**config.mk**
```make
export PLATFORM = sky130hd
export DESIGN_NAME = lbvs_issue
export DESIGN_NICKNAME = d
export VERILOG_FILES = /design/src/hw/rtl/linear_blend_vertex_skinning_top_defines.svh /design/src/hw/rtl/lbvs_pkg.sv /design/src/hw/rtl/lbvs_issue.sv
export SDC_FILE = /design/constraint.sdc
export NUM_CORES = 1
export LEC_CHECK = 0
export BUFFER_PORTS_ARGS = -buffer_cell sky130_fd_sc_hd__buf_2
export CAP_MARGIN = 20
export CORE_AREA = 2 2 270 272
export CTS_CLUSTER_DIAMETER = 150
export DETAILED_ROUTE_END_ITERATION = 10
export DIE_AREA = 0 0 272 274
export GPL_TIMING_DRIVEN = 0
export SYNTH_ARGS = -nofsm -noshare
export SYNTH_HDL_FRONTEND = slang
export SYNTH_SLANG_ARGS = --single-unit
```
**constraint.sdc**
```tcl
create_clock -name clk -period 25.1 [get_ports clk]
set_clock_uncertainty 0.1 [all_clocks]
set_input_delay 5.02 -clock clk [delete_from_list [all_inputs] [get_ports clk]]
set_output_delay 5.02 -clock clk [all_outputs]
set_load 0.05 [all_outputs]
```
**src/hw/rtl/linear_blend_vertex_skinning_top_defines.svh**
```systemverilog
// Assertion macros for the skinning block.
`ifndef LINEAR_BLEND_VERTEX_SKINNING_TOP_DEFINES_SVH
`define LINEAR_BLEND_VERTEX_SKINNING_TOP_DEFINES_SVH

// Same-cycle implication, checked outside reset.
`define LBVS_ASSERT_IMP(lbl, ante, cons, msg) \
  lbl: assert property (@(posedge clk) disable iff (rst) (ante) |-> (cons)) else $error(msg);

// Next-cycle implication, checked outside reset.
`define LBVS_ASSERT_NEXT(lbl, ante, cons, msg) \
  lbl: assert property (@(posedge clk) disable iff (rst) (ante) |=> (cons)) else $error(msg);

`endif

```
**src/hw/rtl/lbvs_pkg.sv**
```systemverilog
// Shared types, constants and helpers of the skinning block.
package lbvs_pkg;

  localparam logic [2:0] MODE_WRITE = 3'd0;
  localparam int WORDS_PER_BONE = 12;
  localparam int RECIP_12 = 2731;  // floor(slot*2731/2^15) == slot/12 for slot < 3072
  localparam int WT_W = 19;
  localparam logic signed [WT_W-1:0] ONE_Q15 = 19'sd32768;

  typedef logic signed [31:0] word_t;

  typedef struct packed {
    logic                   first;
    logic                   last;
    logic signed [WT_W-1:0] wt;
    logic [63:0]            texcoord;
    logic                   batch;
  } beat_ctl_t;

  function automatic word_t sat32(input logic signed [63:0] x);
    if (x > 64'sd2147483647) begin
      return 32'sh7fffffff;
    end else if (x < -64'sd2147483648) begin
      return 32'sh80000000;
    end
    return x[31:0];
  endfunction

endpackage

```
**src/hw/rtl/lbvs_issue.sv**
```systemverilog
// Input stage: palette writes and one bone influence issued per cycle while not stalled.
module lbvs_issue #(
  parameter int MAX_BONES = 256,
  parameter int MAX_INFLUENCES = 4,
  parameter int AW = 8
) (
  input  logic                 clk,
  input  logic                 rst,
  input  logic                 en,
  input  logic                 in_valid,
  output logic                 in_ready,
  input  logic [2:0]           mode,
  input  lbvs_pkg::word_t      pos_x,
  input  lbvs_pkg::word_t      pos_y,
  input  lbvs_pkg::word_t      pos_z,
  input  lbvs_pkg::word_t      nrm_x,
  input  lbvs_pkg::word_t      nrm_y,
  input  lbvs_pkg::word_t      nrm_z,
  input  logic [63:0]          texcoord,
  input  logic [31:0]          bone_indices,
  input  logic [47:0]          weights,
  input  logic [11:0]          matrix_slot,
  input  logic                 last_vertex,
  output logic                 wr_en,
  output logic [3:0]           wr_col,
  output logic [AW-1:0]        wr_addr,
  output logic [31:0]          wr_data,
  output logic [AW-1:0]        rd_addr,
  output logic                 beat_valid,
  output lbvs_pkg::beat_ctl_t  beat_ctl,
  output logic                 beat_oob,
  output lbvs_pkg::word_t      beat_pos [3],
  output lbvs_pkg::word_t      beat_nrm [3]
);
  import lbvs_pkg::*;

  logic        iss_valid;
  logic [1:0]  k;
  logic [2:0]  md;
  word_t       pos [3];
  word_t       nrm [3];
  logic [31:0] bones;
  logic [47:0] wts;
  logic [63:0] tex;
  logic        batch;

  logic        last_beat, accept, skin;
  logic [7:0]  bone;
  logic signed [WT_W-1:0] rest, wsel, wbeat;
  logic [23:0] slot_prod;
  logic [7:0]  bone_w;
  logic [11:0] base;

  assign last_beat = ({1'b0, k} == md - 3'd1);
  assign in_ready  = en && (!iss_valid || last_beat);
  assign accept    = in_valid && in_ready;
  assign skin      = (mode != MODE_WRITE) && (mode <= 3'd4) &&
                     (32'(mode) <= 32'(MAX_INFLUENCES));

  always_ff @(posedge clk) begin
    if (rst) begin
      iss_valid <= 1'b0;
      k         <= 2'd0;
    end else if (en) begin
      if (accept && skin) begin
        iss_valid <= 1'b1;
        k         <= 2'd0;
      end else if (iss_valid && !last_beat) begin
        k <= k + 2'd1;
      end else begin
        iss_valid <= 1'b0;
      end
    end
  end

  always_ff @(posedge clk) begin
    if (en && accept && skin) begin
      md     <= mode;
      pos[0] <= pos_x;
      pos[1] <= pos_y;
      pos[2] <= pos_z;
      nrm[0] <= nrm_x;
      nrm[1] <= nrm_y;
      nrm[2] <= nrm_z;
      bones  <= bone_indices;
      wts    <= weights;
      tex    <= texcoord;
      batch  <= last_vertex;
    end
  end

  // implied weight of the last influence; mode 2 turns the lerp into two weights
  always_comb begin
    rest = ONE_Q15;
    if (md >= 3'd2) rest = rest - {3'b000, wts[15:0]};
    if (md >= 3'd3) rest = rest - {3'b000, wts[31:16]};
    if (md >= 3'd4) rest = rest - {3'b000, wts[47:32]};
    unique case (k)
      2'd0: begin
        wsel = {3'b000, wts[15:0]};
        bone = bones[7:0];
      end
      2'd1: begin
        wsel = {3'b000, wts[31:16]};
        bone = bones[15:8];
      end
      2'd2: begin
        wsel = {3'b000, wts[47:32]};
        bone = bones[23:16];
      end
      default: begin
        wsel = '0;
        bone = bones[31:24];
      end
    endcase
    // lerp: bone 0 takes one minus weight 0, bone 1 takes weight 0
    if (md == 3'd2) begin
      wbeat = last_beat ? {3'b000, wts[15:0]} : rest;
    end else begin
      wbeat = last_beat ? rest : wsel;
    end
  end

  assign rd_addr    = bone[AW-1:0];
  assign beat_valid = iss_valid;
  assign beat_oob   = 32'(bone) >= 32'(MAX_BONES);
  assign beat_ctl   = '{first: (k == 2'd0), last: last_beat,
                        wt: wbeat, texcoord: tex, batch: batch};
  assign beat_pos   = pos;
  assign beat_nrm   = nrm;

  // slot / 12 by reciprocal, column as remainder
  assign slot_prod = 24'(matrix_slot) * 24'(RECIP_12);
  assign bone_w    = slot_prod[22:15];
  assign base      = 12'({4'b0000, bone_w} * 12'(WORDS_PER_BONE));
  assign wr_col    = 4'(matrix_slot - base);
  assign wr_addr   = bone_w[AW-1:0];
  assign wr_data   = pos_x;
  assign wr_en     = accept && (mode == MODE_WRITE) &&
                     (32'(matrix_slot) < 32'(MAX_BONES) * 32'(WORDS_PER_BONE));

endmodule

```
==> impl_metrics.tcl, run 1 <==
set metrics [dict create \
    worst_ep_required_time_ps 19980 \
    max_freq_ghz 0.06568 \
    finalSetupTns_ps 0 \
    seq_area_um2 10270 \
    clk_pin_slew_worst_paths_ps 60 \
    ys_seq_elements 343 \
    rsz0062_at_grt "no" \
    path_cells "buf_2 > ha_1 > inv_1 > fa_1 > inv_1 > fa_1 > fa_1 > fa_1 > ha_1 > nand4_1 > nor2_1 > a22oi_1 > nand2_1 > a21oi_1 > xnor2_1 > ha_1 > xor2_1 > xnor2_1 > xnor2_1 > buf_2" \
    drc 0 \
    hold_depth 2 \
    yosys_warnings 0 \
    grt_pass1_vias 12605 \
    ioPinCount 690 \
    r2r_setup_slack_ps 20680 \
    synthMostInstantiatedCell "edfxtp_1" \
    vias 12476 \
    port_buffers 688 \
    status "completed" \
    fin_crit_sh_pct 60.66 \
    core_um2 71970 \
    grt_pass1_wl_mm 107.2 \
    crit_path_frequent_cell "fa_1" \
    fillers 7376 \
    crit_buf_inv 4 \
    ys_types 63 \
    track_usage_pct 21.52 \
    hold_viol_final 0 \
    rows 99 \
    cts_buffer_depth 3 \
    syn_area_per_cell_um2 14.43 \
    ant_nets 0 \
    fp.dieW_um 272 \
    start_util_pct 22.50 \
    cts_buffers 44 \
    synthCells 1122 \
    start_kind "input port" \
    ys.flop_type "edfxtp_1" \
    grt_start_max_net_pins 108 \
    worstMarginPinSlew_ps 1063 \
    utilization_pct 31.11 \
    dieArea_um2 74530 \
    relSlewSlack_pct 29.17 \
    synth_area_leader_cell "edfxtp_1" \
    cp_max_fo 5 \
    drt_iter0_drc 1062 \
    dp_hpwl_mm 69.90 \
    hold_buffers 0 \
    critPathCaptureType "output port" \
    vias_per_cell 4.350 \
    cts_root_buf "clkbuf_16" \
    worstReg2RegEnd "tex[62]$_DFFE_PP_" \
    die_height_um 274 \
    synthTopCellsByArea "edfxtp_1 (63%), ha_1 (9.3%), fa_1 (5.1%)" \
    r2r_cells 9 \
    worstHoldStart "k[1]$_SDFFE_PP0P_" \
    maxCapViolations 0 \
    crit_arrival_ps 10110 \
    vdd_drop_max_v 0.0001126 \
    maxSlewViolCount 0 \
    gr-total-overflow 0 \
    synth.top_cells.by_count "edfxtp_1 (340), inv_1 (154), ha_1 (121)" \
    holdPathEnd "k[1]$_SDFFE_PP0P_" \
    p_leak_nw 9.769 \
    slowest_stage "fa_1" \
    antenna_found_initial 49 \
    multiInputGateArea_um2 5001 \
    postCtsSetupRepairBufs 0 \
    clock_latency_ps 550 \
    drive_above_1_share_pct 43.50 \
    dr.pass1.iters 6 \
    power_density_nw_per_um2 85.45 \
    synthArstFlopShare_pct 0 \
    reg2reg_from "md[1]$_DFFE_PP_" \
    cts.sinks 343 \
    drt_wl_total_mm 82.65 \
    critPathTopFamily "adder cells" \
    htree_num_levels 2 \
    cts_resized 0 \
    setup_viol 0 \
    areaGrowthSynthToFinish_pct 38.27 \
    synth.yosys.seq_area_share_pct 63.42 \
    cts_tree "built" \
    syn_nets 1640 \
    layout.nets 2377 \
    hp-class "reg -> reg" \
    critical_path_class "in -> out" \
    fin_crit_ps 15230 \
    synth_top_area_share_pct 63.05 \
    max_stage_delay_ps 520 \
    synth_edf_count 340 \
    gp_routability_congestion 0.9641 \
    post_drt_wl_per_cell_um 28.82 \
    syn_area_um2 16190 \
]
## worst register-to-register path, stage by stage, from the launching register on
cell	delay (ps)
edfxtp_1	480
inv_1	170
ha_1	260
xor2_1	140
nand3_1	440
a21boi_0	510
nand3_1	380
inv_8	510
buf_16	440
buf_16	550
## report_power, final
| part | leakage (nW) | internal [W] | switching [W] |
|---|---|---|---|
| combinational | 5.94 | 0.000183 | 0.000437 |
| clock | 0.689 | 0.000359 | 0.000270 |
| sequential | 3.14 | 0.000656 | 0.00000846 |
| total | 9.77 | 0.00120 | 0.000716 |
## worst max path at each step
stage,start,to,slack (ps),cells after the start
after global placement,en,beat_pos[59]$_DFFE_PP_,8260,4
final,matrix_slot[2],wr_col[3],9870,20
after detailed placement,matrix_slot[3],wr_col[3],9870,20
after global routing,matrix_slot[3],wr_col[3],9500,20
after CTS,matrix_slot[3],wr_col[3],9850,20
after floorplan,matrix_slot[1],wr_col[3],9410,18
## flip-flops by register name, indices dropped and copies added, names as in the netlist
signal,flops
beat_nrm,96
beat_pos,96
tex,64
wts,48
bones,32
md,3
k,2
batch,1
beat_valid,1
## logic make-up (layout without fill, tap and decap cells)
| family | Yosys count | after routing | share of synthesized area (%) |
|---|---|---|---|
| simple gates | 174 | 174 | 5.563 |
| flops | 343 | 343 | 63.42 |
| buf+inv | 208 | 978 | 5.695 |
| compound gates | 171 | 171 | 7.356 |
| mux | 13 | 13 | 0.8191 |
| other cells | 1 | 18 | 0.02316 |
| xor+xnor | 50 | 50 | 2.704 |
| fa+ha+maj | 162 | 162 | 14.42 |
## metal layers
layer | up-vias | routed length (µm) | GRT usage [%]
met2 | 640 | 41040 | 37.87
li1 | 5562 | - | -
met5 | - | 30 | 0
met3 | 143 | 8245 | 6.340
met1 | 6127 | 30050 | 24.89
met4 | 4 | 3282 | 7.432
## layout by cell type (no fill, tap or decap), types with 22 or more instances in the layout
master	count
ha_1	121
buf_2	691
xnor2_1	28
edfxtp_1	340
nand2_1	54
a21oi_1	35
fa_1	41
xor2_1	22
buf_4	37
o21ai_0	29
clkbuf_16	44
inv_1	153
nor2_1	34
## final cells by class
type | instances | share of cell area, %
inverter | 154 | 2.615
sequential | 343 | 45.87
clock inverter | 28 | 1.302
clock buffer | 51 | 5.035
buffer | 54 | 1.548
tap | 959 | 5.359
multi-input combinational | 571 | 22.34
antenna | 17 | 0.1900
timing repair buffer | 691 | 15.75
## stage by stage
stage / instance area (µm²) / hold WS (ps) / total power, W / std cells / setup slack [ps]
2_1_floorplan: 16190 / 394.5 / 0.001126 / 1122 / 9412
3_3_place_gp: 20840 / 427.8 / 0.001305 / 2769 / 8258
3_5_place_dp: 20930 / 450.7 / 0.001298 / 2772 / 9872
4_1_cts: 22350 / 458.4 / 0.001937 / 2851 / 9852
5_1_grt: 22360 / 493.8 / 0.002006 / 2854 / 9498
6_report: 22390 / 455.6 / 0.001913 / 2868 / 9874
Power figures use the tool's default switching activity.
==> run 2: changes to the inputs <==
--- a/config.mk
+++ b/config.mk
@@ -7,10 +7,10 @@
 export LEC_CHECK = 0
 export BUFFER_PORTS_ARGS = -buffer_cell sky130_fd_sc_hd__buf_2
 export CAP_MARGIN = 20
-export CORE_AREA = 2 2 270 272
+export CORE_AREA = 2 2 269 271
 export CTS_CLUSTER_DIAMETER = 150
 export DETAILED_ROUTE_END_ITERATION = 10
-export DIE_AREA = 0 0 272 274
+export DIE_AREA = 0 0 271 273
 export GPL_TIMING_DRIVEN = 0
 export SYNTH_ARGS = -nofsm -noshare
 export SYNTH_HDL_FRONTEND = slang
==> constraint.sdc (replaced) <==
create_clock -name clk -period 14 [get_ports clk]
set_clock_uncertainty 0.1 [all_clocks]
set_input_delay 2.8 -clock clk [delete_from_list [all_inputs] [get_ports clk]]
set_output_delay 2.8 -clock clk [all_outputs]
set_load 0.05 [all_outputs]
==> run 2 against run 1 <==
  * Core utilization is 0.52 points higher
  * Critical path depth unchanged
  * Wire length down 0.70%
  * First-iteration DRC count grew 4.1%
  * Largest cell class unchanged
  * Power grew 83%
  * Hold slack worse by 12 ps
  * Setup slack got worse by 6700 ps
  * Cell count down 0.73%
  * Final area up 0.30%
==> impl_metrics.tcl, run 2 (same netlist as run 1, synthesis figures left out) <==
set metrics [dict create \
    status "completed" \
    fin_crit_sh_pct 77.07 \
    drive_above_1_share_pct 43.45 \
    vias 12609 \
    p_leak_nw 9.814 \
    antenna_found_initial 45 \
    fin_worst_hold_slack_ps 443.9 \
    cts_buffers 44 \
    crit_path_frequent_cell "fa_1" \
    dpl.cell_count 2764 \
    ioPinCount 690 \
    hold_viol_final 0 \
    hold_depth 2 \
    holdPathEnd "k[0]$_SDFFE_PP0P_" \
    grt_pass1_wl_mm 108.7 \
    port_buffers 688 \
    clock_latency_ps 600 \
    maxSlewViolCount 0 \
    setup_viol 0 \
    hold_buffers 0 \
    cts_root_buf "clkbuf_16" \
    instances_no_fill 2847 \
    dr.pass1.iters 8 \
    r2r_setup_slack_ps 9420 \
    drt_iter0_drc 1106 \
    postCtsSetupRepairBufs 0 \
    crit_buf_inv 4 \
    ant_nets 0 \
    cts_tree "built" \
    max_freq_ghz 0.09268 \
    rows 98 \
    max_stage_delay_ps 540 \
    grt_pass1_vias 12771 \
    final_common_cell "buf_2" \
    critPathTopFamily "adder cells" \
    post_drt_wl_per_cell_um 28.83 \
    rsz0062_at_grt "no" \
    finalPower_w 0.003507 \
    start_util_pct 22.81 \
    start_kind "input port" \
    fin_crit_ps 10790 \
    mostFrequentLayoutCells "buf_2 (691), edfxtp_1 (340), inv_1 (153), ha_1 (121), nand2_1 (54)" \
    worst_ep_required_time_ps 11100 \
    path_cells "buf_2 > ha_1 > inv_1 > fa_1 > fa_1 > inv_1 > fa_1 > fa_1 > ha_1 > nand4_1 > nor2_1 > a22oi_1 > nand2_1 > a21oi_1 > xnor2_1 > ha_1 > xor2_1 > xnor2_1 > xnor2_1 > buf_2" \
    areaGrowthSynthToFinish_pct 38.68 \
    clk_pin_slew_worst_paths_ps 50 \
    cp_max_fo 5 \
    vias_per_cell 4.429 \
    r2r_cells 10 \
    cts.sinks 343 \
    setup_ws_ps 3210 \
    fp.dieW_um 271 \
    gr-total-overflow 0 \
    critical_path_class "in -> out" \
    dieArea_um2 73980 \
    worstReg2RegEnd "beat_nrm[65]$_DFFE_PP_" \
    utilization_pct 31.63 \
    maxCapViolations 0 \
    grt_start_max_net_pins 100 \
    die_height_um 273 \
    reg2reg_from "md[1]$_DFFE_PP_" \
    relSlewSlack_pct 17.49 \
    cts_resized 0 \
    drt_wl_total_mm 82.07 \
    power_density_nw_per_um2 156.2 \
    worstHoldStart "k[0]$_SDFFE_PP0P_" \
    core_um2 71000 \
    track_usage_pct 21.63 \
    drc 0 \
    vdd_drop_max_v 0.0002377 \
    htree_num_levels 2 \
    layout.nets 2378 \
    hp-class "reg -> reg" \
    critPathCaptureType "output port" \
    slowest_stage "fa_1" \
    gp_routability_congestion 1.004 \
    crit_arrival_ps 7890 \
    place_ws_ps 3205 \
    worstMarginPinSlew_ps 1238 \
    dp_hpwl_mm 69.29 \
    cts_buffer_depth 3 \
]
## run 2: cell types whose count changed in the layout (fill, tap and decap cells not counted), sizes merged
| cell | before | now |
|---|---|---|
| inv | 160 | 158 |
| bufinv | 3 | 7 |
| clkinv | 16 | 14 |
| clkinvlp | 3 | 4 |
| clkbuf | 65 | 63 |
| diode | 17 | 5 |
| buf | 731 | 732 |
## run 2: layout make-up
class / instances / area [µm²]
timing repair buffer: 692 / 3541
sequential: 343 / 10270
tap: 950 / 1189
antenna: 5 / 12.51
buffer: 54 / 345.3
clock inverter: 29 / 392.9
fill: 7168 / 48540
clock buffer: 49 / 1120
inverter: 154 / 585.6
multi-input combinational: 571 / 5001
## run 2: how the worst max path moves through the flow
stage | from | end | slack (ps) | cells past startpoint
2_1_floorplan | en | batch$_DFFE_PP_ | 2190 | 3
3_3_place_gp | en | beat_nrm[16]$_DFFE_PP_ | -440 | 4
3_5_place_dp | matrix_slot[3] | wr_col[3] | 3210 | 20
4_1_cts | matrix_slot[3] | wr_col[3] | 3180 | 20
5_1_grt | matrix_slot[3] | wr_col[3] | 2920 | 20
6_report | matrix_slot[3] | wr_col[3] | 3210 | 20
## run 2: where the power goes
part	internal, W	switching [W]
sequential	0.00118	0.0000157
combinational	0.000328	0.000783
clock	0.000714	0.000490
total	0.00222	0.00129
## run 2: metrics by stage
stage,setup TNS (ps),area [µm²]
5_1_grt,0,22450
2_1_floorplan,0,16190
3_3_place_gp,-128840,20830
6_report,0,22460
3_5_place_dp,0,20930
4_1_cts,0,22440
## run 2: layer usage
metal	GRT usage, %	wire length [µm]	share of wire, %
met5	0	28	0.034
met4	7.095	3322	4.0
met3	6.265	6814	8.3
met2	38.23	40850	50
met1	25.08	31050	38
## run 2: tightest hold or removal path, delay by kind of cell, from the launching register on
| family | cells | cell delay [ps] |
|---|---|---|
| flops | 1 | 350 |
| simple gates | 1 | 90 |
| compound gates | 1 | 50 |
